==> src/design/sws_ram.sv <==
// Generic single-port-write, single-port-read RAM with a registered read.
`default_nettype none

module sws_ram #(
   parameter int WIDTH = 8,
   parameter int DEPTH = 16
) (
   input  wire logic                     clock,
   input  wire logic                     wr_en,
   input  wire logic [$clog2(DEPTH)-1:0] wr_addr,
   input  wire logic [WIDTH-1:0]         wr_data,
   input  wire logic [$clog2(DEPTH)-1:0] rd_addr,
   output logic      [WIDTH-1:0]         rd_data
);

   logic [WIDTH-1:0] mem_ff [DEPTH];
   logic [WIDTH-1:0] rd_data_ff;

   // Write port and registered read port.
   always_ff @(posedge clock) begin
      if (wr_en) begin
         mem_ff[wr_addr] <= wr_data;
      end
      rd_data_ff <= mem_ff[rd_addr];
   end

   assign rd_data = rd_data_ff;

endmodule

`default_nettype wire

==> config.mk <==
export PLATFORM = sky130hd
export DESIGN_NAME = sws_ram
export DESIGN_NICKNAME = d
export VERILOG_FILES = /design/src/design/sws_ram.sv
export SDC_FILE = /design/constraint.sdc
export NUM_CORES = 1
export LEC_CHECK = 0
export BUFFER_PORTS_ARGS = -buffer_cell sky130_fd_sc_hd__buf_2
export CORE_MARGIN = 4
export CORE_UTILIZATION = 52
export CTS_BUF_LIST = sky130_fd_sc_hd__clkbuf_8
export DETAILED_ROUTE_END_ITERATION = 12
export PLACE_DENSITY = 0.69
export SLEW_MARGIN = 20
export SYNTH_ARGS = -nofsm -noshare
export SYNTH_HDL_FRONTEND = slang
export SYNTH_SLANG_ARGS = --single-unit
==> constraint.sdc <==
create_clock -name clock -period 2.4 [get_ports clock]
set_input_delay 0.24 -clock clock [delete_from_list [all_inputs] [get_ports clock]]
set_output_delay 0.24 -clock clock [all_outputs]
set_load 0.02 [all_outputs]
==> impl_results.md, run 1 <==
* Outcome: finished, final reports clean
* Clock Latency Late Sink at 0.43 ns
* Post-Synth Simple-Gate Area at 3.18%
* Worst Setup End Kind: register
* Syn_area_per_cell at 22.5 sq um
* Synth warnings at 0
* Final Setup Violations at 0
* Synth Area in Compound Gates at under 10%
* Antenna violations before repair at 0
* Worst slew pin tran at 0.840 ns
* Setup CP Type: in2reg
* CTS tree: yes
* # rows at 36
* Period utilization at 61.5%
* Per-cell routed wire length at between 20 and 25 um
* Post-layout min period at 1.48 ns
* Synth top area share at 74.7%
* I/O Pins at 26
* Critical Path AT at 1.53 ns
* Sw Share at 19.8%
* CTS clk-pin slew, worst paths at 0.07 ns
* Net count, final at 299
* Top cells by count, synth: edfxtp_1, mux4_2, a22oi_1, mux4_1, nor2_1
* Total GRT Usage at 18.9%
* Post-synth EDFFs at around 130
* Fin util at 61.6%
* Fmax achieved at ~0.68 GHz
* Fin. max-slew vios at 0
* Synthesized area at 0.00515 sq mm
* Combinational family with the most area after synthesis: multiplexers
* Starting Density at between 50% and 60%
* Max cap viols at 0
* Sequential fraction of the synthesis area at 77.8%
* Power share of the clock group at 42.0%
* First-pass GRT wire length at 15.1 mm
* Vias in the first global route at 2525
* CTS buffer count at 17
* Pint at 4.04 mW
* DP Wirelength at 6.13 mm
* Crit path max fanout at 8
* DR iter-0 viols at approximately 180
* Synth Area in XOR/XNOR at 0%
* Top FF cell, synth: edfxtp_1
* Bufs and invs on worst path at 1
* Largest net degree at the start of global routing at 33
* Setup TNS at 0 ns
* Remaining Overflow, GRT at 0
* Layout cell share with drive strength beyond 1 at roughly a third
* Power per cell area at 845 mW/mm^2
* ANT nets after route at 0
* Synth area leaders: edfxtp_1, mux4_2, mux4_1, dfxtp_1, a22oi_1
* Most frequent cell after synthesis: edfxtp_1
* Post-synthesis adder-cell area fraction at 0%
* Peak supply drop at approximately 0.00035 V
* Clock Sinks at about 140
* I/O Buffers at 25
* Leak at 2.02 nW
* Post-synthesis mux area share at 15.0%
* Sw Pwr at between 0.9 and 1 mW
* Via count at roughly 2500
* Core area at between 0.009 and 0.01 sq mm
* Remaining routing DRC violations at 0
* Vias/cell at ~5.8
* Worst path slowest cell: nor2_1
* Worst Path Required at roughly 2.5 ns
* CP Cell Sequence: buf_2 -> or3b_2 -> nor2_1
* Max_slew headroom at between 40% and 50%
* Cts repair resizes at 0
* Max clock buf depth at 2
* Cells after synthesis at about 230
* CP peak stage delay at 0.66 ns
* Family with the most delay on the worst path: simple AND/OR/NAND/NOR gates
* CTS Hold Buffers Added at 0
* Share of total power in combinational logic at under 10%
* Htree depth at 4
* Area grow syn2layout at 15.8%
* Die Ht at 107 um
* RSZ-0062 raised after global routing: false
* FILL cells at 679
* #FFs+latches synth at between 100 and 150
* Final hold viol count at 0
* Post-CTS Setup Inserts at 0
* Async SR Flop Fraction at 0%
* Synth area leader: edfxtp_1
* Synth cell types at 19
* First-pass DRT Iterations at 4
* CTS root buf: clkbuf_8
* Gp weighted congestion at a little under 0.8
* Clk_skew at 0.00699 ns
* WL final at between 9 and 10 mm
* Horiz. Die Dim at 107 um
* HP Class: in2reg
* Crit start category: input pin
* Die ar. at around 0.012 sq mm
* Ant. Diodes at 0
* Mapped Nets at 247
* Sequential power share at a little over half
power groups by stage:
stage                     clock [mW]  combinational [mW]  sequential [mW]
final                           2.11               0.258             2.67
after global routing            2.27               0.281             2.67
after CTS                       2.16               0.263             2.67
after detailed placement           0               0.261             2.72
after global placement             0               0.255             2.72
after floorplan                    0               0.135             2.74
metrics by stage:
| stage | hold slack [ns] | area (sq um) | total power [mW] | cells | setup slack [ns] |
|---|---|---|---|---|---|
| final | 0.185 | 5960 | 5.04 | 427 | 0.923 |
| after detailed placement | 0.639 | 5500 | 2.98 | 395 | 0.483 |
| after CTS | 0.155 | 5960 | 5.09 | 427 | 0.965 |
| after global placement | 0.631 | 5500 | 2.97 | 395 | 0.554 |
| after floorplan | 0.339 | 5150 | 2.87 | 229 | 0.667 |
| after global routing | 0.164 | 5960 | 5.22 | 427 | 0.890 |
cell usage in the layout, fill, tap and decap left out, drive strengths merged:
| master | instances |
|---|---|
| dfxtp | 8 |
| bufinv | 5 |
| edfxtp | 128 |
| clkinv | 4 |
| buf | 43 |
| nand2 | 9 |
| mux4 | 32 |
| nand3b | 2 |
| or3b | 1 |
| and2b | 1 |
| and2 | 1 |
| clkbuf | 19 |
| a22oi | 16 |
| clkinvlp | 4 |
| nand2b | 2 |
| nand3 | 1 |
| nor2 | 13 |
| nor2b | 1 |
| nor3 | 4 |
registers in the layout, indices dropped and copies added, names as in the netlist:
| register | count |
|---|---|
| rd_data | 8 |
| mem_ff | 128 |
cells by family (layout without fill, tap and decap cells):
logic type,Yosys count,after routing
DFF,136,136
and+or+nand+nor,35,35
muxes,32,32
AOI/OAI and AO/OA,16,16
buffers and inverters,10,75
final timing paths:
path	start	to	slack [ns]	cells past startpoint
worst max-delay path	wr_addr[2]	mem_ff[3][2]	0.92	3
worst min-delay path	wr_data[1]	mem_ff[12][1]	0.19	1
worst max register to register	mem_ff[1][0]	rd_data[0]	1.02	3
worst min register to register	mem_ff[15][2]	rd_data[2]	0.67	3
layout make-up:
class | count | area (sq um) | area share (%)
clock inverter | 13 | 200 | 3.36
sequential | 136 | 4000 | 67.2
clock buffer | 19 | 262 | 4.39
multi-input combinational | 83 | 1060 | 17.7
tap | 133 | 166 | 2.79
timing repair buffer | 43 | 273 | 4.58
layer usage:
metal	GRT usage (%)	wire [um]
met4	6.49	105
met5	0	0
met2	28.2	4770
met3	6.54	602
met1	26.4	4280
worst register-to-register path: stages (launching register included):
cell      delay [ns]
edfxtp_1        0.38
mux4_1          0.52
a22oi_1         0.30
nand2_1         0.08
No activity file was read; power rests on OpenSTA's default activity.
==> inputs of run 2 (changes only) <==
PLACE_DENSITY = 0.72   (was 0.69)
clock period = 1.19 ns   (was 2.4 ns; I/O delays follow)
==> run 2 against run 1 <==
- the run now ends with negative setup slack left
- hold slack got worse by 0.11 ns
- global-route usage down 0.21 points
- final area grew 3.7%
- non-clock buffer count grew 17
- critical path depth unchanged
- sequential power rose by 100%
==> impl_results.md, run 2 (same netlist as run 1, synthesis figures left out) <==
* Outcome: finished with violations
* Failing checks: negative setup slack
* Horiz. Die Dim at 107 um (unchanged)
* DP Wirelength at 6.52 mm (+6.5%)
* FILL cells at 629 (-7.4%)
* Max clock buf depth at 2 (unchanged)
* Worst slew pin tran at 1.03 ns (+0.189 ns)
* Most common cell after layout, fill and taps aside: edfxtp_1
* HP Class: in2reg
* Worst Path Required at 1.49 ns (-0.97 ns)
* Clock Sinks at 136 (unchanged)
* Max FFs per register at 128 (unchanged)
* CTS root buf: clkbuf_8
* First-pass DRT Iterations at 5 (+1)
* Placed Area at 0.00570 sq mm (+3.6%)
* Worst path slowest cell: mux4_2
* Per-cell routed wire length at 21.4 um (-6.2%)
* WL final at 9.52 mm (-2.5%)
* Crit path max fanout at 1 (-7)
* Via count at 2478 (+0.53%)
* Family with the most delay on the worst path: multiplexers
* Leak at 2.09 nW (+3.4%)
* Vias in the first global route at 2664 (+5.5%)
* Peak supply drop at 0.000718 V (+110%)
* CTS tree: yes
* Period utilization at 109%
* Net count, final at 316 (+5.7%)
* Clock Latency Late Sink at 0.43 ns (about the same)
* CTS buffer count at 17 (unchanged)
* PnR worst setup slack at -0.102 ns (-1.03 ns)
* Fmax achieved at 0.774 GHz
* Core area at 0.00968 sq mm (unchanged)
* Crit start category: register
* Fin util at 63.8% (+2.2 points)
* Register with the most flip-flops: mem_ff
* Power per cell area at 1640 mW/mm^2 (+94%)
* Remaining Overflow, GRT at 0 (unchanged)
* Antenna violations before repair at 0 (unchanged)
* CP peak stage delay at 0.49 ns (-0.17 ns)
* Critical Path AT at 1.60 ns (+0.07 ns)
* Final hold viol count at 0 (unchanged)
* Vias/cell at 5.58 (-3.3%)
* Hold path cells at 1 (unchanged)
* Clk_skew at 0.0107 ns (+0.00368 ns)
* Ant. Diodes at 0 (unchanged)
* Commonest non-fill, non-tap cells in the layout: edfxtp_1, mux4_2, buf_4
* Starting Density at 53.2% (unchanged)
* Total GRT Usage at 18.7% (-0.21 points)
* Layout cell share with drive strength beyond 1 at 44.1% (+12 points)
* Largest net degree at the start of global routing at 18 (-45%)
* Remaining routing DRC violations at 0 (unchanged)
* Die ar. at 0.0116 sq mm (unchanged)
* Max_slew headroom at 31.2% (-13 points)
* Setup CP Type: reg2reg
* CTS clk-pin slew, worst paths at 0.08 ns (about the same)
* RSZ-0062 raised after global routing: true
* Die Ht at 107 um (unchanged)
* CP Cell Sequence: mux4_2 -> a22oi_2 -> nand2_1
* Worst Setup End Kind: register
* Area grow syn2layout at 20.1%
* Post-CTS Setup Inserts at 0 (unchanged)
* I/O Buffers at 25 (unchanged)
* Post-layout min period at roughly 1.3 ns
* Htree depth at 4 (unchanged)
* Hold WS at 0.0711 ns (-0.114 ns)
* ANT nets after route at 0 (unchanged)
* Max cap viols at 0 (unchanged)
* # rows at 36 (unchanged)
* Final Power at 10.1 mW (+100%)
* DR iter-0 viols at 189 (+3.3%)
* Post-layout instance area at 0.00618 sq mm (+3.7%)
* Gp weighted congestion at 0.756 (-2.7%)
* Final Setup Violations at 8 (+8)
* Bufs and invs on worst path at 0 (-1)
* First-pass GRT wire length at 15.3 mm (+1.3%)
* Fin. max-slew vios at 0 (unchanged)
* I/O Pins at 26 (unchanged)
* Critical path depth at 3 (unchanged)
* Worst reg2reg path depth at 3 (unchanged)
run 2: cell types whose count changed in the layout (fill, tap and decap cells not counted), sizes merged:
cell,delta
inv,+3
clkinv,-1
clkbuf,-2
buf,+17
run 2: metrics by stage:
step	setup TNS, ns	setup slack (ns)	std cells
floorplan	-0.328	-0.0361	229
finish	-0.492	-0.102	444
global placement	-8.48	-0.380	412
detailed placement	-12.36	-0.420	412
global route	-0.936	-0.161	444
CTS	-0.537	-0.0995	444
run 2: worst paths after layout:
path / endpoint / slack (ns) / startpoint
setup / recovery: rd_data[1] / -0.10 / mem_ff[11][1]
hold / removal: mem_ff[0][3] / 0.07 / wr_data[3]
setup reg to reg: rd_data[1] / -0.10 / mem_ff[11][1]
hold reg to reg: rd_data[3] / 0.68 / mem_ff[14][3]
run 2: area by class of cell:
class / instances / area (sq um) / area share, %
well taps: 133 / 166 / 2.69
clock inverters: 15 / 214 / 3.46
multi-input cells: 83 / 1100 / 17.8
repair buffers: 60 / 463 / 7.49
clock buffers: 17 / 234 / 3.79
flip-flops and latches: 136 / 4000 / 64.8
run 2: metal layers:
layer / vias up / wire [um] / share of wire [%] / track usage (%)
met1: 1265 / 3850 / 40 / 26.5
li1: 1100 / - / - / -
met4: 0 / 72 / 0.76 / 6.40
met3: 7 / 900 / 9.5 / 4.20
met5: - / 0 / 0 / 0
met2: 106 / 4690 / 49 / 29.2
run 2: power breakdown:
| part | total, mW | internal (mW) | switching (mW) | leakage [nW] |
|---|---|---|---|---|
| logic | 0.608 | 0.270 | 0.339 | 0.641 |
| registers | 5.38 | 5.35 | 0.0338 | 1.22 |
| clock network | 4.14 | 2.47 | 1.67 | 0.222 |
| total | 10.1 | 8.09 | 2.04 | 2.09 |
run 2: repair_timing:
| item | 4_1_cts | 5_1_grt |
|---|---|---|
| hold endpoints to repair | 0 | 0 |
| resized for setup | 13 | 2 |
| endpoints found under the setup margin | 8 | 8 |
| pin swaps | 8 | 2 |
| hold buffers | 0 | 0 |
==> inputs of run 3 (changes only) <==
CORE_MARGIN = default   (was 4)
==> run 3 against run 2 <==
- the run still ends with negative setup slack left
- sequential share of layout area rose by 1.1 points
- final area is 1.7% lower
- worst setup slack improved by 0.035 ns
- power shrank 9.3%
- sequential cell count is the same
- clock power is 23% lower
- first-iteration DRC count shrank 14%
- via count shrank 0.85%
- combinational power grew 1%
- utilization up 0.68 points
- non-clock buffer count is 3 higher
- clock skew decreased by 0.0037 ns
- largest cell class unchanged
==> impl_results.md, run 3 (same netlist as run 1, synthesis figures left out) <==
* Worst R2R Start: mem_ff[15][4]
* Clk_skew at 0.00696 ns (-0.00372 ns)
* First-pass DRT Iterations at 5 (unchanged)
* Die Ht at 101 um (-5.6%)
* Endpoint with the worst hold slack: mem_ff[9][4]
* Largest net degree at the start of global routing at 18 (unchanged)
* Pint at 7.06 mW (-13%)
* Worst slew pin tran at 0.935 ns (-0.0939 ns)
* CTS clk-pin slew, worst paths at 0.08 ns (about the same)
* CTS root buf: clkbuf_8
* Crit path max fanout at 1 (unchanged)
* DP Wirelength at 6.51 mm (-0.23%)
* Critical Path AT at 1.56 ns (-0.04 ns)
* FILL cells at 658 (+4.6%)
* Post-layout min period at 1.26 ns (-0.0352 ns)
* Setup CP Type: reg2reg
* DR iter-0 viols at 163 (-14%)
* Sw Pwr at 2.13 mW (+4.5%)
* Htree depth at 4 (unchanged)
* Worst Path Required at 1.49 ns (about the same)
* Reg2reg setup slack at -0.07 ns (+0.04 ns)
* CTS buffer count at 17 (unchanged)
* Reg-to-Reg End: rd_data[4]
* Per-cell routed wire length at 21.3 um (-0.77%)
* Ant. Diodes at 0 (unchanged)
* Max cap viols at 0 (unchanged)
* CP Cell Sequence: mux4_2 -> a22oi_2 -> nand2_1
* Final Setup Violations at 8 (unchanged)
* Period utilization at 106% (-3.0 points)
* Worst Setup End Kind: register
* Max_slew headroom at 37.4% (+6.3 points)
* Horiz. Die Dim at 101 um (-5.6%)
* Antenna violations before repair at 0 (unchanged)
* Peak supply drop at 0.000784 V (+9.2%)
* Fin util at 64.5% (+0.68 points)
* Post-CTS Setup Inserts at 0 (unchanged)
* CP peak stage delay at 0.50 ns (about the same)
* RSZ-0062 raised after global routing: true
* Final cell count without fillers at 443 (-0.23%)
* Layout cell share with drive strength beyond 1 at 45.5% (+1.5 points)
* Multi-input logic area at 0.00109 sq mm (-0.68%)
* I/O Buffers at 25 (unchanged)
* Clock Sinks at 136 (unchanged)
* Max clock buf depth at 2 (unchanged)
* First-pass GRT wire length at 14.2 mm (-6.9%)
* Net count, final at 319 (+0.95%)
* Die ar. at 0.0103 sq mm (-11%)
* Remaining Overflow, GRT at 0 (unchanged)
* CTS tree: yes
* Outcome: finished with violations
* Via count at 2457 (-0.85%)
* Failing checks: negative setup slack
* Starting Density at 54.7% (+1.5 points)
* HP Start: wr_data[4]
* Vias in the first global route at 2586 (-2.9%)
* Total GRT Usage at 20.3% (+1.5 points)
* Register with the most flip-flops: mem_ff
* ANT nets after route at 0 (unchanged)
* Core area at 0.00942 sq mm (-2.8%)
* Inst Count DP at 411 (-0.24%)
* Clock Latency Late Sink at 0.42 ns (about the same)
* Share of total power in combinational logic at 6.7% (+0.7 points)
* Worst path slowest cell: mux4_2
* Crit start category: register
* Power per cell area at 1510 mW/mm^2 (-7.7%)
* Max FFs per register at 128 (unchanged)
* Vias/cell at 5.55 (-0.62%)
* Leak at 2.03 nW (-2.8%)
* Remaining routing DRC violations at 0 (unchanged)
* Fmax achieved at 0.796 GHz (+2.8%)
* WL final at 9.42 mm (-1.0%)
* Worst reg2reg path depth at 3 (unchanged)
* Seq. cell area at 0.00400 sq mm (unchanged)
* # rows at 35 (-2.8%)
* Sequential power share at 58.6% (+5.5 points)
* Final Power at 9.19 mW (-9.3%)
* I/O Pins at 26 (unchanged)
* Sw Share at 23.2% (+3.1 points)
* Hold path cells at 1 (unchanged)
* PnR worst setup slack at -0.0669 ns (+0.0352 ns)
* Power share of the clock group at 34.8% (-6.1 points)
* Final hold viol count at 0 (unchanged)
* Gp weighted congestion at 0.783 (+3.6%)
* Commonest non-fill, non-tap cells in the layout: edfxtp_1, buf_4, mux4_2
* Area grow syn2layout at 18.0%
* CTS Hold Buffers Added at 0 (unchanged)
* Most common cell after layout, fill and taps aside: edfxtp_1
* HP Class: in2reg
* Fin. max-slew vios at 0 (unchanged)
## run 3: cell types whose count changed in the layout (fill, tap and decap cells not counted)
cell        delta
bufinv_16      -5
buf_4          +4
clkinvlp_4     +3
inv_6          +2
mux4_1         -2
mux4_2         +2
buf_12         -1
clkinv_4       +1
inv_1          -1
## run 3: worst max-delay path: cells and delay by family (launching register included)
kind / cells / cell delay [ns]
AO/OA/AOI/OAI: 1 / 0.17
multiplexers: 1 / 0.50
flip-flops: 1 / 0.38
AND/OR/NAND/NOR: 1 / 0.09
## run 3: worst max path at each step
| stage | from | to | cells after the start |
|---|---|---|---|
| after floorplan | rd_addr[0] | rd_data[2] | 5 |
| after global placement | rd_addr[0] | rd_data[4] | 6 |
| after detailed placement | rd_addr[0] | rd_data[4] | 6 |
| after CTS | mem_ff[3][2] | rd_data[2] | 3 |
| after global routing | mem_ff[10][1] | rd_data[1] | 3 |
| final | mem_ff[15][4] | rd_data[4] | 3 |
## run 3: layout make-up
cell class                      count  area share (%)
Sequential cell                   136            65.9
Multi-Input combinational cell     83            18.0
Timing Repair Buffer               63            7.79
Clock buffer                       17            3.85
Tap cell                          129            2.66
Clock inverter                     15            1.79
## run 3: power by group through the flow
| stage | Clock, mW | Sequential [mW] | Combinational, mW |
|---|---|---|---|
| after detailed placement | 0 | 5.49 | 0.592 |
| after floorplan | 0 | 5.52 | 0.297 |
| after global placement | 0 | 5.49 | 0.576 |
| after global routing | 3.44 | 5.39 | 0.659 |
| after CTS | 3.25 | 5.38 | 0.614 |
| final | 3.19 | 5.38 | 0.614 |
## run 3: metal layers
metal / track usage, % / wire length [um] / vias to the layer above
met2: 34.0 / 4760 / 62
li1: - / - / 1103
met1: 26.4 / 4220 / 1284
met5: 0 / 0 / -
met3: 4.90 / 348 / 8
met4: 6.35 / 96 / 0
## run 3: timing repair
item | in CTS | in global routing
resized for setup | 12 | 5
setup endpoints to repair | 8 | 8
endpoints found under the hold margin | 0 | 0
pin swaps | 5 | 3
## run 3: metrics by stage
stage | hold slack [ns] | setup slack, ns | instance area [sq um] | TNS (ns)
final | 0.0858 | -0.0669 | 6070 | -0.335
after global routing | 0.0722 | -0.101 | 6070 | -0.657
after CTS | 0.0639 | -0.0740 | 6070 | -0.417
after detailed placement | 0.518 | -0.345 | 5710 | -10.54
after global placement | 0.502 | -0.300 | 5710 | -7.11
after floorplan | 0.218 | -0.0361 | 5190 | -0.328
