<file path="src/design/sws_pkg.sv">
// Shared constants, codes and types for the sliding window statistics block.
`default_nettype none

package sws_pkg;

   // Window storage depth and the field widths it implies.
   localparam int MAX_DEPTH = 64;
   localparam int ADDR_W    = $clog2(MAX_DEPTH);
   localparam int CAP_W     = 7;
   localparam int OP_W      = 2;
   localparam int POS_W     = 6;
   localparam int TS_W      = 48;
   localparam int KB_W      = 32;
   localparam int SUM_W     = 38;
   localparam int ENTRY_W   = TS_W + KB_W;

   // Step counter width of the mean divider.
   localparam int DIV_CNT_W = $clog2(SUM_W + 1);

   // Capacity limits; reset value is the full depth.
   localparam logic [CAP_W-1:0] CAP_MAX   = CAP_W'(MAX_DEPTH);
   localparam logic [CAP_W-1:0] CAP_MIN   = CAP_W'(1);
   localparam logic [CAP_W-1:0] CAP_RESET = CAP_W'(MAX_DEPTH);

   // Request operation codes.
   typedef enum logic [OP_W-1:0] {
      OP_PUSH  = 2'd0,
      OP_STATS = 2'd1,
      OP_GET   = 2'd2,
      OP_CLEAR = 2'd3
   } op_type;

   // One response word.
   typedef struct packed {
      logic             ok;
      logic [CAP_W-1:0] fill_count;
      logic [SUM_W-1:0] sum_kb;
      logic [KB_W-1:0]  min_kb;
      logic [KB_W-1:0]  max_kb;
      logic [KB_W-1:0]  mean_kb;
      logic [TS_W-1:0]  oldest_ts;
      logic [TS_W-1:0]  newest_ts;
      logic [TS_W-1:0]  sample_ts;
      logic [KB_W-1:0]  sample_kb;
   } rsp_type;

endpackage

`default_nettype wire

</file>
<file path="src/design/sws_div.sv">
// Restoring divider, one quotient bit per cycle, for the window mean.
`default_nettype none

module sws_div (
   input  wire logic                          clock,
   input  wire logic                          reset,
   input  wire logic                          start,
   input  wire logic [sws_pkg::SUM_W-1:0]     dividend,
   input  wire logic [sws_pkg::CAP_W-1:0]     divisor,
   output logic                               done,
   output logic      [sws_pkg::SUM_W-1:0]     quotient
);

   logic                          busy_ff, busy_in;
   logic                          done_ff, done_in;
   logic [sws_pkg::DIV_CNT_W-1:0] cnt_ff, cnt_in;
   logic [sws_pkg::SUM_W-1:0]     quo_ff, quo_in;
   logic [sws_pkg::CAP_W-1:0]     rem_ff, rem_in;
   logic [sws_pkg::CAP_W-1:0]     dvs_ff, dvs_in;
   logic [sws_pkg::CAP_W:0]       trial;

   // One shift-and-subtract step per cycle while busy.
   always_comb begin
      busy_in = busy_ff;
      done_in = 1'b0;
      cnt_in  = cnt_ff;
      quo_in  = quo_ff;
      rem_in  = rem_ff;
      dvs_in  = dvs_ff;
      trial   = {rem_ff, quo_ff[sws_pkg::SUM_W-1]};
      if (start) begin
         busy_in = 1'b1;
         cnt_in  = '0;
         quo_in  = dividend;
         rem_in  = '0;
         dvs_in  = divisor;
      end else if (busy_ff) begin
         if (trial >= {1'b0, dvs_ff}) begin
            rem_in = sws_pkg::CAP_W'(trial - {1'b0, dvs_ff});
            quo_in = {quo_ff[sws_pkg::SUM_W-2:0], 1'b1};
         end else begin
            rem_in = trial[sws_pkg::CAP_W-1:0];
            quo_in = {quo_ff[sws_pkg::SUM_W-2:0], 1'b0};
         end
         cnt_in = cnt_ff + sws_pkg::DIV_CNT_W'(1);
         if (cnt_ff == sws_pkg::DIV_CNT_W'(sws_pkg::SUM_W - 1)) begin
            busy_in = 1'b0;
            done_in = 1'b1;
         end
      end
   end

   always_ff @(posedge clock) begin
      if (reset) begin
         busy_ff <= 1'b0;
         done_ff <= 1'b0;
      end else begin
         busy_ff <= busy_in;
         done_ff <= done_in;
      end
      cnt_ff <= cnt_in;
      quo_ff <= quo_in;
      rem_ff <= rem_in;
      dvs_ff <= dvs_in;
   end

   assign done     = done_ff;
   assign quotient = quo_ff;

endmodule

`default_nettype wire
</file>
<file path="config.mk">
export PLATFORM = sky130hd
export DESIGN_NAME = sws_div
export DESIGN_NICKNAME = d
export VERILOG_FILES = /design/src/design/sws_pkg.sv /design/src/design/sws_div.sv
export SDC_FILE = /design/constraint.sdc
export NUM_CORES = 1
export LEC_CHECK = 0
export BUFFER_PORTS_ARGS = -buffer_cell sky130_fd_sc_hd__buf_2
export CAP_MARGIN = 20
export CORE_ASPECT_RATIO = 0.5
export CORE_UTILIZATION = 33
export CTS_CLUSTER_SIZE = 40
export DETAILED_ROUTE_END_ITERATION = 7
export PLACE_DENSITY_LB_ADDON = 0.25
export SYNTH_ARGS = -nofsm -noshare
export SYNTH_HDL_FRONTEND = slang
export SYNTH_SLANG_ARGS = --single-unit
</file>
<file path="constraint.sdc">
create_clock -name clock -period 3.1 [get_ports clock]
set_input_delay 0.93 -clock clock [delete_from_list [all_inputs] [get_ports clock]]
set_output_delay 0.93 -clock clock [all_outputs]
set_load 0.01 [all_outputs]
</file>
==> flow_summary.yaml, run 1 <==
outcome:
  status: "finished clean"
route:
  vias_per_cell: 4.811
  vias: 2117
  drc: 0
  first_iter_violations: 80
  avgRoutedWirePerCell_um: 14.27
  first_pass_iters: 4
  drt_wl_total_mm: 6.278
  ant_nets: 0
power_and_ir_drop:
  p_per_area_nw_per_um2: 595.7
  p_int_uw: 1732
  p_sw_uw: 546.5
  pwr-share-comb_pct: 14.5
  sequentialPowerShare_pct: 43.6
  power.share.clock_pct: 41.9
  vdd.ir_drop.worst_v: 0.0002748
  total_power_uw: 2279
  p_leak_uw: 0.001582
  sw_frac_of_total_pct: 23.98
die:
  die_area_um2: 9439
  core_um2: 8738
  die-height_um: 69.20
  io_pins: 87
  initial_core_util_pct: 34.11
  rows: 24
  fp.dieW_um: 136.4
min_path:
  hp-start: "cnt_ff[5]$_SDFFE_PP0P_"
  hold_path_end: "cnt_ff[5]$_SDFFE_PP0P_"
  hold_path_depth: 2
  hp-class: "flop to flop"
critical_path:
  cp-startpoint: "quotient[37]$_DFFE_PP_"
  cp-end-kind: "flop"
  cp.required_ps: 3300
  crit_arrival_ps: 2360
  reg2regPathDepth: 7
  worst-path-max-fanout: 7
  r2r_end: "rem_ff[4]$_SDFFE_PP0P_"
  startpoint_type: "flop"
  criticalPathCategory: "flop to flop"
  reg2reg_setup_slack_ps: 940
  r2r-start: "quotient[37]$_DFFE_PP_"
clock_tree:
  cts-buffers-inserted: 9
  cts_tree: "yes"
  clockRootBuffer: "clkbuf_16"
  path_clk_slew_ps: 50
  cts_setup_buffers: 0
  cts_hold_buffers: 0
  cts_resized: 0
  clk_latency_ps: 330
  cts_buffer_depth: 2
  htreeDepth: 3
  cts.sinks: 60
yosys:
  async_flop_share_pct: 0
  synth_area_per_cell_um2: 13.07
  synth-seq-cells: 60
  ys_types: 46
  netlist_area_um2: 2980
  yosysTopAreaCellShare_pct: 45.34
  synth-edff-count: 45
  synth_common_cells: "edfxtp_1 (45), mux2_2 (38), dfxtp_1 (15)"
  yosys_warnings: 0
  synthMostInstantiatedCell: "edfxtp_1"
  ys_seq_area_share_pct: 55.42
  synthCells: 228
  synth_top_flop_cell: "edfxtp_1"
  syn_nets: 286
  yosysTopAreaCell: "edfxtp_1"
  netlist_top_cells_area: "edfxtp_1 (45%), mux2_2 (14%), dfxtp_1 (10%), ha_1 (3.8%), nor3b_1 (2.0%)"
sta:
  fin_setup_tns_ps: 0
  finalCriticalPeriod_ps: 2156
  finClkSkew_ps: 4.091
  rsz0062_at_grt: "no"
  finalSetupViolCount: 0
  max_freq_mhz: 463.8
  min_period_over_period_pct: 69.56
  slew_headroom_pct: 48.75
  report.final.slew_viol_count: 0
  hold_viol_final: 0
  setup_ws_ps: 943.7
  worst_slew_pin_slew_ps: 767.7
placed_design:
  pre_cts_slack_ps: 770.0
  place_hpwl_mm: 4.499
  port_buffers: 86
  finalWeightedCongestion: 0.7595
  dp.cells: 424
finish:
  diodes: 0
  drive_gt1_share_pct: 48.61
  syn_to_final_growth_pct: 28.34
  nets: 376
  instances_no_fill: 440
grt:
  grt_pass1_vias: 2121
  grt_max_degree: 27
  grt_pass1_wl_mm: 10.54
  grt.overflow.total: 0
  grt_usage_pct: 14.88
  antenna_found_initial: 0
run:
  cap_violations: 0
==> power by group through the flow <==
stage | Sequential, µW | Combinational [µW] | Clock (µW)
final | 994 | 330 | 955
after global routing | 1010 | 361 | 1020
after CTS | 995 | 332 | 981
after detailed placement | 1010 | 330 | 0
after global placement | 1010 | 322 | 0
after floorplan | 1030 | 186 | 0
==> how the worst max path moves through the flow <==
stage	to	cells after the start	slack [ps]
3_5_place_dp	quotient[25]$_DFFE_PP_	3	770
6_report	rem_ff[4]$_SDFFE_PP0P_	7	940
4_1_cts	rem_ff[4]$_SDFFE_PP0P_	7	940
3_3_place_gp	quotient[25]$_DFFE_PP_	3	800
5_1_grt	rem_ff[4]$_SDFFE_PP0P_	7	830
2_1_floorplan	quotient[0]$_DFFE_PP_	3	850
==> critical path: stages (launching register included) <==
cell,delay (ps)
edfxtp_1,390
inv_1,60
ha_1,220
fa_1,420
nand2b_2,250
a211o_4,380
a41oi_1,230
o31ai_1,90
==> cell families after synthesis <==
| group | count (synthesis) | synth area share (%) |
|---|---|---|
| AO/OA/AOI/OAI | 34 | 9.404 |
| XOR/XNOR | 6 | 1.764 |
| adder cells (fa/ha/maj) | 10 | 4.450 |
| buffers and inverters | 21 | 3.191 |
| flip-flops | 60 | 55.42 |
| multiplexers | 38 | 14.36 |
| AND/OR/NAND/NOR | 59 | 11.42 |
==> cell usage in the layout, fill, tap and decap left out, types with 3 or more instances in the layout <==
cell type / instances
edfxtp_1: 45
a21oi_1: 3
clkinv_2: 3
nand2_1: 9
nor3b_1: 8
nor2b_1: 4
nor3_1: 4
a41oi_1: 4
or2_2: 3
ha_1: 9
o21ai_0: 3
mux2_2: 38
inv_1: 11
o31ai_1: 4
nor2_1: 14
a211oi_1: 3
xnor2_1: 3
clkbuf_16: 9
xor2_1: 3
o311ai_1: 3
buf_2: 86
nand4_1: 4
dfxtp_1: 15
==> cell type report <==
type,count,area [µm²]
Clock buffer,11,232.7
Clock inverter,5,53.80
Fill cell,822,4913
Inverter,11,41.29
Multi-Input combinational cell,147,1234
Sequential cell,60,1652
Tap cell,117,146.4
Timing Repair Buffer,89,465.4
==> through the flow <==
step | area, µm² | hold WS (ps) | util, %
floorplan | 2980 | 458.5 | -
global placement | 3538 | 474.2 | 40.49
detailed placement | 3538 | 485.1 | 40.49
CTS | 3825 | 491.9 | 43.77
global route | 3825 | 539.1 | 43.77
finish | 3825 | 493.0 | 43.77
==> sequential cells by signal (all words and copies together), names as in the netlist <==
signal / flops
quotient: 38
dvs_ff: 7
rem_ff: 7
cnt_ff: 6
busy_ff: 1
done: 1
==> layer usage <==
metal  vias to the layer above  wire, µm  global-route usage [%]
li1                       1046         -                       -
met1                      1005      2777                   18.01
met3                         6       395                   5.702
met2                        60      3031                   23.58
met4                         0        74                   6.420
met5                         -         0                       0
(Power assumes the default switching activity.)
==> inputs of run 2 (changes only) <==
clock period = 2.17 ns   (was 3.1 ns; I/O delays follow)
==> flow_summary.yaml, run 2 (synthesis gave the netlist of run 1 again) <==
power_and_ir_drop:
  vdd.ir_drop.worst_v: 0.0003781
  p_int_uw: 2515
  sequentialPowerShare_pct: 42.8
  pwr-share-comb_pct: 15.0
  p_sw_uw: 788.7
  power.share.clock_pct: 42.1
  p_per_area_nw_per_um2: 846.5
  total_power_uw: 3304
  p_leak_uw: 0.001616
  sw_frac_of_total_pct: 23.88
clock_tree:
  htreeDepth: 3
  cts.sinks: 60
  clk_latency_ps: 320
  cts_buffer_depth: 2
  cts_tree: "yes"
  cts-buffers-inserted: 9
  path_clk_slew_ps: 50
  clockRootBuffer: "clkbuf_16"
sta:
  finalCriticalPeriod_ps: 2013
  finalSetupViolCount: 0
  slew_headroom_pct: 74.42
  worst_slew_pin_slew_ps: 382.4
  rsz0062_at_grt: "no"
  max_freq_mhz: 496.7
  setup_ws_ps: 156.9
  finClkSkew_ps: 6.042
  report.final.slew_viol_count: 0
  hold_viol_final: 0
  min_period_over_period_pct: 92.77
placed_design:
  pre_cts_slack_ps: -8.532
  finalWeightedCongestion: 0.8250
  port_buffers: 86
  place_hpwl_mm: 4.663
critical_path:
  r2r_end: "rem_ff[6]$_SDFFE_PP0P_"
  critPathMaxStageDelay_ps: 370
  reg2reg_setup_slack_ps: 160
  cpMaxStageDelayCell: "fa_2"
  cp-end-kind: "flop"
  crit_arrival_ps: 2260
  r2r-start: "quotient[37]$_DFFE_PP_"
  startpoint_type: "flop"
  cp.required_ps: 2420
  criticalPathCategory: "flop to flop"
  reg2regPathDepth: 7
  worst-path-max-fanout: 7
  cp_cell_sequence: "inv_1 -> ha_1 -> fa_2 -> nand2b_4 -> a211o_4 -> a31o_1 -> o21ai_1"
die:
  core_um2: 8738
  fp.dieW_um: 136.4
  initial_core_util_pct: 34.11
  die-height_um: 69.20
  rows: 24
  die_area_um2: 9439
  io_pins: 87
route:
  avgRoutedWirePerCell_um: 14.32
  drc: 0
  ant_nets: 0
  first_pass_iters: 6
  vias_per_cell: 4.944
  drt_wl_total_mm: 6.359
  vias: 2195
  first_iter_violations: 127
grt:
  antenna_found_initial: 0
  grt_pass1_wl_mm: 10.66
  grt.overflow.total: 0
  grt_usage_pct: 14.70
  grt_max_degree: 30
  grt_pass1_vias: 2300
finish:
  nets: 380
  layout_commonest_cell: "buf_2"
  drive_gt1_share_pct: 49.54
  syn_to_final_growth_pct: 30.94
  largest_reg_flops: 38
  mostFrequentLayoutCells: "buf_2 (86), edfxtp_1 (45), mux2_2 (38)"
  nFillCells: 792
  diodes: 0
min_path:
  hp-class: "flop to flop"
  hold_path_end: "cnt_ff[5]$_SDFFE_PP0P_"
  hp-start: "cnt_ff[5]$_SDFFE_PP0P_"
  hold_path_depth: 2
run:
  cap_violations: 0
outcome:
  status: "finished clean"
==> run 2: cell type report <==
| cell class | count | area [µm²] | share of cell area [%] |
|---|---|---|---|
| clock buffer | 11 | 242.7 | 6.220 |
| tap | 117 | 146.4 | 3.751 |
| inverter | 11 | 41.29 | 1.058 |
| timing repair buffer | 93 | 520.5 | 13.34 |
| multi-input combinational | 147 | 1249 | 32.00 |
| clock inverter | 5 | 51.30 | 1.315 |
| sequential | 60 | 1652 | 42.32 |
==> run 2: what timing repair did <==
| action | 4_1_cts | 5_1_grt |
|---|---|---|
| pin swaps | 0 | 2 |
| buffers inserted | 0 | 1 |
| resized for setup | 1 | 2 |
| endpoints found under the setup margin | 1 | 5 |
| hold buffers | 0 | 0 |
==> run 2: worst max path at each step <==
stage,startpoint,to
final,quotient[37]$_DFFE_PP_,rem_ff[6]$_SDFFE_PP0P_
after detailed placement,quotient[37]$_DFFE_PP_,rem_ff[2]$_SDFFE_PP0P_
after global routing,quotient[37]$_DFFE_PP_,rem_ff[4]$_SDFFE_PP0P_
after global placement,quotient[37]$_DFFE_PP_,rem_ff[6]$_SDFFE_PP0P_
after floorplan,quotient[37]$_DFFE_PP_,rem_ff[6]$_SDFFE_PP0P_
after CTS,quotient[37]$_DFFE_PP_,rem_ff[2]$_SDFFE_PP0P_
==> run 2: per-stage QoR <==
| step | hold slack, ps | std cells | utilization (%) | TNS, ps | instance area [µm²] |
|---|---|---|---|---|---|
| floorplan | 458.5 | 228 | - | 0 | 2980 |
| finish | 493.3 | 444 | 44.66 | 0 | 3902 |
| global route | 490.8 | 444 | 44.66 | 0 | 3902 |
| CTS | 490.0 | 443 | 44.49 | 0 | 3887 |
| global placement | 469.4 | 427 | 41.04 | 0 | 3586 |
| detailed placement | 481.7 | 427 | 41.04 | -8.532 | 3586 |
==> run 2: critical path, delay by kind of cell (launching register included) <==
family	cells	cell delay, ps
AOI/OAI and AO/OA	3	750
adders and majority gates	2	590
DFF	1	360
and+or+nand+nor	1	180
buffers and inverters	1	50
==> run 2: power by group through the flow <==
| stage | logic, µW | registers, µW | clock network, µW |
|---|---|---|---|
| floorplan | 265 | 1470 | 0 |
| global placement | 475 | 1430 | 0 |
| detailed placement | 491 | 1440 | 0 |
| CTS | 496 | 1420 | 1440 |
| global route | 542 | 1430 | 1470 |
| finish | 496 | 1420 | 1390 |
==> run 2: layer usage <==
metal / wire length (µm) / GRT usage, %
met1: 2711 / 17.62
met2: 3184 / 23.91
met3: 355 / 5.190
met4: 108 / 6.173
met5: 0 / 0
==> inputs of run 3 (changes only) <==
clock period = 2.2 ns   (was 2.17 ns; I/O delays follow)
==> flow_summary.yaml, run 3 (synthesis gave the netlist of run 1 again) <==
finish:
  stdcell_area_um2: 3897
  utilization_pct: 44.60
  regArea_um2: 1652
  syn_to_final_growth_pct: 30.77
  drive_gt1_share_pct: 49.08
  layout_commonest_cell: "buf_2"
  mostFrequentLayoutCells: "buf_2 (86), edfxtp_1 (45), mux2_2 (38)"
  nets: 379
  largest_reg_flops: 38
  multi_input_area_um2: 1239
  nFillCells: 805
  diodes: 0
placed_design:
  place_hpwl_mm: 4.560
  dpl_cell_area_um2: 3573
  finalWeightedCongestion: 0.8187
  port_buffers: 86
critical_path:
  cpMaxStageDelayCell: "fa_1"
  crit_arrival_ps: 2310
  critPathMaxStageDelay_ps: 420
  cp-end-kind: "flop"
  reg2reg_setup_slack_ps: 150
  path_delay_family: "compound AO/OA/AOI/OAI gates"
  r2r-start: "quotient[37]$_DFFE_PP_"
  startpoint_type: "flop"
  crit_buf_inv: 1
  criticalPathCategory: "flop to flop"
  cp_cell_sequence: "inv_1 -> ha_1 -> fa_1 -> nand2b_4 -> a211o_4 -> a31o_1 -> o21ai_1"
  worst-path-max-fanout: 7
  r2r_end: "rem_ff[6]$_SDFFE_PP0P_"
  cp.required_ps: 2460
  reg2regPathDepth: 7
route:
  first_iter_violations: 154
  drt_wl_total_mm: 6.268
  drc: 0
  vias_per_cell: 4.928
  avgRoutedWirePerCell_um: 14.15
  first_pass_iters: 7
  ant_nets: 0
  vias: 2183
clock_tree:
  cts_tree: "yes"
  clockRootBuffer: "clkbuf_16"
  clk_latency_ps: 330
  cts-buffers-inserted: 9
  cts.sinks: 60
  cts_setup_buffers: 0
  path_clk_slew_ps: 50
  htreeDepth: 3
  cts_buffer_depth: 2
die:
  die-height_um: 69.20
  die_area_um2: 9439
  io_pins: 87
  rows: 24
  fp.dieW_um: 136.4
  core_um2: 8738
  initial_core_util_pct: 34.11
sta:
  rsz0062_at_grt: "no"
  min_period_over_period_pct: 93.25
  slew_headroom_pct: 77.27
  finalSetupViolCount: 0
  finClkSkew_ps: 4.628
  fin_setup_tns_ps: 0
  worst_slew_pin_slew_ps: 340.5
  finalCriticalPeriod_ps: 2051
  report.final.slew_viol_count: 0
  hold_viol_final: 0
  max_freq_mhz: 487.5
power_and_ir_drop:
  p_per_area_nw_per_um2: 865.2
  vdd.ir_drop.worst_v: 0.0005160
  p_leak_uw: 0.001617
min_path:
  hp-class: "input port to flop"
  hold_path_end: "busy_ff$_SDFF_PP0_"
  hold_path_depth: 2
  hp-start: "reset"
grt:
  grt_pass1_vias: 2291
  grt_usage_pct: 14.94
  antenna_found_initial: 0
  grt_pass1_wl_mm: 10.64
  grt_max_degree: 30
  grt.overflow.total: 0
outcome:
  status: "finished clean"
run:
  cap_violations: 0
-- run 3: changes by cell type in the layout (fill, tap and decap cells not counted), sizes merged --
cell    before  now
buf         93   92
clkbuf      11   12
bufinv       1    2
clkinv       3    1
-- run 3: cell type report --
cell class	count	area share (%)
Clock inverter	4	1.862
Sequential cell	60	42.38
Tap cell	117	3.756
Timing Repair Buffer	92	12.84
Clock buffer	12	6.324
Inverter	11	1.059
Multi-Input combinational cell	147	31.78
-- run 3: worst reg2reg max path, stage by stage, from the launching register on --
cell and delay, ps:
edfxtp_1 360, inv_1 50, ha_1 210, fa_1 420, nand2b_4 190, a211o_4 370
a31o_1 250, o21ai_1 130
-- run 3: what timing repair did --
item                       in CTS  in global routing
hold endpoints to repair        0                  0
setup endpoints to repair       0                  4
resized for setup               0                  1
hold buffers                    0                  0
-- run 3: through the flow --
stage | hold WS [ps] | setup WS (ps) | total power [µW] | instances
2_1_floorplan | 458.5 | 175.3 | 1707 | 228
3_5_place_dp | 502.9 | 101.6 | 1896 | 427
4_1_cts | 489.2 | 87.76 | 3414 | 443
5_1_grt | 486.4 | 22.43 | 3527 | 443
6_report | 502.9 | 148.5 | 3372 | 443
3_3_place_gp | 469.3 | 180.0 | 1879 | 427
-- run 3: how the worst max path moves through the flow --
stage | start | endpoint | slack (ps) | cells after the start
3_5_place_dp | quotient[37]$_DFFE_PP_ | rem_ff[6]$_SDFFE_PP0P_ | 100 | 7
5_1_grt | quotient[37]$_DFFE_PP_ | rem_ff[6]$_SDFFE_PP0P_ | 20 | 7
3_3_place_gp | quotient[37]$_DFFE_PP_ | rem_ff[4]$_SDFFE_PP0P_ | 180 | 7
4_1_cts | quotient[37]$_DFFE_PP_ | rem_ff[6]$_SDFFE_PP0P_ | 90 | 7
2_1_floorplan | quotient[37]$_DFFE_PP_ | rem_ff[6]$_SDFFE_PP0P_ | 180 | 7
6_report | quotient[37]$_DFFE_PP_ | rem_ff[6]$_SDFFE_PP0P_ | 150 | 7
-- run 3: power breakdown --
group          internal [µW]  total [µW]  switching, µW
registers               1340        1390           54.0
clock network           1020        1500            477
logic                    237         480            244
-- run 3: layer usage --
layer | wire length, µm | track usage (%) | up-vias | part of all wire [%]
li1 | - | - | 1056 | -
met1 | 2750 | 17.03 | 1067 | 44
met2 | 3094 | 24.53 | 50 | 49
met3 | 321 | 6.798 | 10 | 5.1
met4 | 101 | 5.556 | 0 | 1.6
met5 | 0 | 0 | - | 0
